<file path="src/pfi_divider.sv">
// Restoring divider, one quotient bit per cycle, 64-bit dividend by 33-bit divisor.
// Stands alone; the caller counts the 64 steps and then reads the quotient.
module pfi_divider (
	input  logic        clk,
	input  logic        arst_n,
	input  logic        start,
	input  logic [63:0] dividend,
	input  logic [32:0] divisor,
	output logic [63:0] quotient
);
	logic [63:0] quot_q;
	logic [33:0] rem_q;
	logic [32:0] div_q;
	logic [6:0]  cnt_q;
	logic        busy_q;
	logic [33:0] shifted;
	logic [34:0] diff;

	assign shifted = {rem_q[32:0], quot_q[63]};
	assign diff    = {1'b0, shifted} - {2'b0, div_q};

	always_ff @(posedge clk or negedge arst_n) begin
		if (!arst_n) begin
			busy_q <= 1'b0;
			cnt_q  <= '0;
		end else if (start) begin
			busy_q <= 1'b1;
			cnt_q  <= 7'd64;
		end else if (busy_q) begin
			cnt_q <= cnt_q - 7'd1;
			if (cnt_q == 7'd1) busy_q <= 1'b0;
		end
	end

	always_ff @(posedge clk) begin
		if (start) begin
			quot_q <= dividend;
			rem_q  <= '0;
			div_q  <= divisor;
		end else if (busy_q) begin
			if (!diff[34]) begin
				rem_q  <= diff[33:0];
				quot_q <= {quot_q[62:0], 1'b1};
			end else begin
				rem_q  <= shifted;
				quot_q <= {quot_q[62:0], 1'b0};
			end
		end
	end

	assign quotient = quot_q;
endmodule

</file>
<file path="config.mk">
export PLATFORM = sky130hd
export DESIGN_NAME = pfi_divider
export DESIGN_NICKNAME = d
export VERILOG_FILES = /design/src/pfi_divider.sv
export SDC_FILE = /design/constraint.sdc
export NUM_CORES = 1
export LEC_CHECK = 0
export CORE_UTILIZATION = 30
export DETAILED_ROUTE_END_ITERATION = 12
export DONT_BUFFER_PORTS = 1
export SYNTH_ARGS = -nofsm -noshare
export SYNTH_HDL_FRONTEND = slang
export SYNTH_SLANG_ARGS = --single-unit
</file>
<file path="constraint.sdc">
create_clock -name clk -period 6.6 [get_ports clk]
set_clock_uncertainty 0.1 [all_clocks]
set_input_delay 1.32 -clock clk [delete_from_list [all_inputs] [get_ports clk]]
set_output_delay 1.32 -clock clk [all_outputs]
set_load 0.01 [all_outputs]
</file>
==> impl_metrics.json <==
{
  "setup_violations": 0,
  "synthMuxAreaShare_pct": 10.5,
  "required_ns": 6.78,
  "leakage_nw": 3.19,
  "grt_use_total_pct": 14.6,
  "final_common_cell": "edfxtp_1",
  "synth_area_sq_um": 7520,
  "dpl.hpwl_mm": 13.0,
  "rsz0062_at_grt": "false",
  "relSlewSlack_pct": 34.1,
  "synthFlopType": "edfxtp_1",
  "area_growth_pct": 11.4,
  "synth_compound_area_share_pct": 14.5,
  "num_rows": 57,
  "die-area_sq_um": 25700,
  "root_buffer": "clkbuf_16",
  "synthesis.nets": 813,
  "ctsResizeCount": 0,
  "numCtsBuffers": 17,
  "gp_congestion": 0.852,
  "first_pass_iters": 5,
  "start_kind": "flop",
  "post_dp_cell_area_sq_um": 7800,
  "cp-endpoint": "rem_q[22]$_SDFFE_PP0P_",
  "fin_crit_sh_pct": 53.6,
  "hold_buffers": 0,
  "hold_viol": 0,
  "clk_path_buf_depth": 2,
  "r2r_slack_ns": 3.06,
  "design_area_sq_um": 8380,
  "ioPinCount": 164,
  "clkLatencyLatePin_ns": 0.42,
  "first_iter_violations": 329,
  "yosysUniqueCellTypes": 64,
  "vias_per_cell": 5.07,
  "synth_top_family_by_area": "compound AO/OA/AOI/OAI gates",
  "syn_avg_cell_area_sq_um": 11.1,
  "fin_nets": 804,
  "ys_ff_latch": 138,
  "multi_input_area_sq_um": 3450,
  "hold_path_class": "flop to flop",
  "worstPathMaxFanout": 21,
  "cts.sinks": 138,
  "worst_ep_arrival_time_ns": 3.71,
  "postSynthCellCount": 677,
  "grt_max_degree": 130,
  "routed_wl_mm": 18.7,
  "first_global_vias": 5150,
  "synthXorXnorAreaFrac_pct": 3.38,
  "finalCriticalPeriod_ns": 3.54,
  "grt_antenna_before_repair": 4,
  "vias": 5108,
  "drive_gt1_share_pct": 17.6,
  "synthArstFlopShare_pct": 5.80,
  "numPortBuffers": 0,
  "criticalPathCategory": "flop to flop",
  "power.density_nw_per_um2": 287,
  "status": "complete, no violations",
  "path_clk_slew_ns": 0.06,
  "routedWlPerCell_um": 18.6,
  "drc": 0,
  "clock.fmax_ghz": 0.283,
  "synthSimpleGateAreaFrac_pct": 11.3,
  "core-area_sq_um": 24500,
  "slew_violations": 0,
  "tightest_slew_ns": 0.986,
  "die_w_um": 160,
  "yosysSeqAreaShare_pct": 50.2,
  "worst_setup_path_end_kind": "flop",
  "cap_violations": 0,
  "synth_enable_flop_cells": 97,
  "yosysWarnings": 0,
  "final_cell_mix": "97 x edfxtp_1, 71 x nand2_1, 64 x mux2_2",
  "reg2reg_depth": 12,
  "post_cts_buffers": 0,
  "r2r-end": "rem_q[22]$_SDFFE_PP0P_",
  "cts_tree": "built",
  "start_util_pct": 30.7,
  "antenna_left": 0,
  "crit_start": "quotient[63]$_DFFE_PP_",
  "htreeDepth": 4,
  "yosys.area_share.adder_pct": 6.09,
  "fillers": 2445,
  "grt-ovfl-total": 0,
  "regArea_sq_um": 3770,
  "grt_first_pass_wirelength_mm": 28.7,
  "max-vdd-ir-drop_v": 0.000129,
  "finalSetupTns_ns": 0,
  "dieHeight_um": 160,
  "worstReg2RegStart": "quotient[63]$_DFFE_PP_"
}
## registers in the layout (all words and copies together), names as in the netlist
name	cells
busy_q	1
cnt_q	7
div_q	33
quotient	64
rem_q	33
## metrics by stage
| stage | instances | hold slack, ns | utilization [%] | total power [mW] | setup WS, ns |
|---|---|---|---|---|---|
| floorplan | 677 | 0.353 | - | 1.41 | 2.98 |
| global placement | 973 | 0.371 | 31.9 | 1.49 | 3.18 |
| detailed placement | 973 | 0.375 | 31.9 | 1.49 | 3.05 |
| CTS | 1005 | 0.384 | 34.2 | 2.44 | 3.04 |
| global route | 1005 | 0.410 | 34.2 | 2.52 | 2.85 |
| finish | 1008 | 0.383 | 34.3 | 2.41 | 3.06 |
## how the worst min path moves through the flow
| stage | cells past startpoint | startpoint | slack (ns) | to |
|---|---|---|---|---|
| 6_report | 2 | rem_q[6]$_SDFFE_PP0P_ | 0.38 | rem_q[6]$_SDFFE_PP0P_ |
| 2_1_floorplan | 2 | rem_q[2]$_SDFFE_PP0P_ | 0.35 | rem_q[2]$_SDFFE_PP0P_ |
| 4_1_cts | 2 | rem_q[6]$_SDFFE_PP0P_ | 0.38 | rem_q[6]$_SDFFE_PP0P_ |
| 5_1_grt | 2 | rem_q[6]$_SDFFE_PP0P_ | 0.41 | rem_q[6]$_SDFFE_PP0P_ |
| 3_3_place_gp | 2 | rem_q[6]$_SDFFE_PP0P_ | 0.37 | rem_q[6]$_SDFFE_PP0P_ |
| 3_5_place_dp | 2 | rem_q[6]$_SDFFE_PP0P_ | 0.38 | rem_q[6]$_SDFFE_PP0P_ |
## logic make-up (layout without fill, tap and decap cells)
kind of cell,after synthesis,after routing
AO/OA/AOI/OAI,150,150
XOR/XNOR,29,29
adder cells (fa/ha/maj),36,36
buffers and inverters,73,77
flip-flops,138,138
multiplexers,71,71
other,0,3
AND/OR/NAND/NOR,180,180
## area by class of cell
cell class | instances | area share (%)
Multi-Input combinational cell | 466 | 41.1
Tap cell | 324 | 4.84
Clock buffer | 18 | 5.12
Timing Repair Buffer | 3 | 0.269
Sequential cell | 138 | 45.0
Inverter | 42 | 1.88
Clock inverter | 14 | 1.64
Antenna cell | 3 | 0.0896
## synth_stat cells (2+ instances only)
| cell | count | area, sq um |
|---|---|---|
| a211o_1 | 3 | 26.3 |
| a211oi_1 | 6 | 45.0 |
| a21boi_0 | 2 | 15.0 |
| a21o_1 | 9 | 67.6 |
| a21oi_1 | 39 | 195 |
| a221oi_1 | 2 | 17.5 |
| a311oi_1 | 10 | 87.6 |
| a311oi_2 | 6 | 90.1 |
| a31o_2 | 2 | 17.5 |
| a31oi_1 | 5 | 31.3 |
| a32oi_1 | 8 | 70.1 |
| and2_1 | 4 | 25.0 |
| and2_4 | 2 | 17.5 |
| and3_1 | 5 | 31.3 |
| buf_1 | 4 | 15.0 |
| buf_2 | 4 | 20.0 |
| buf_6 | 3 | 33.8 |
| clkbuf_1 | 20 | 75.1 |
| dfrtp_1 | 8 | 200 |
| dfxtp_1 | 33 | 661 |
| edfxtp_1 | 97 | 2910 |
| ha_1 | 35 | 438 |
| inv_1 | 42 | 158 |
| mux2_2 | 64 | 721 |
| mux2i_1 | 7 | 70.1 |
| nand2_1 | 71 | 267 |
| nand2b_1 | 10 | 62.6 |
| nand3_1 | 12 | 60.1 |
| nand3b_1 | 3 | 22.5 |
| nand4_1 | 5 | 31.3 |
| nand4b_1 | 3 | 26.3 |
| nor2_1 | 43 | 161 |
| nor2b_1 | 2 | 12.5 |
| nor3_1 | 10 | 50.1 |
| o211ai_1 | 7 | 52.6 |
| o21ai_0 | 29 | 145 |
| o21ai_1 | 4 | 20.0 |
| o21bai_1 | 3 | 22.5 |
| or2_2 | 2 | 12.5 |
| or4_1 | 2 | 15.0 |
| xnor2_1 | 20 | 175 |
| xor2_1 | 9 | 78.8 |
## metal layers
metal | GRT usage (%) | part of all wire, % | vias to the layer above
met5 | 0 | 0.18 | -
met1 | 17.8 | 43 | 2417
met2 | 24.1 | 47 | 192
li1 | - | - | 2480
met4 | 4.16 | 0.92 | 4
met3 | 5.55 | 8.8 | 15
## report_power, final
group / internal [mW] / leakage [nW] / switching (mW)
sequential: 1.04 / 1.36 / 0.106
combinational: 0.151 / 1.56 / 0.169
clock: 0.528 / 0.268 / 0.410
total: 1.72 / 3.19 / 0.685
## worst max-delay path: stages, from the launching register on
cell	delay [ns]
edfxtp_1	0.49
inv_1	0.10
ha_1	0.15
inv_1	0.05
fa_1	0.42
a211oi_2	0.31
o21ai_4	0.10
nand3_4	0.11
a31oi_4	0.12
o2111ai_4	0.33
nand2_1	0.62
mux2i_1	0.36
o21ai_0	0.10
Note: power is estimated with default switching activity, not from simulation.
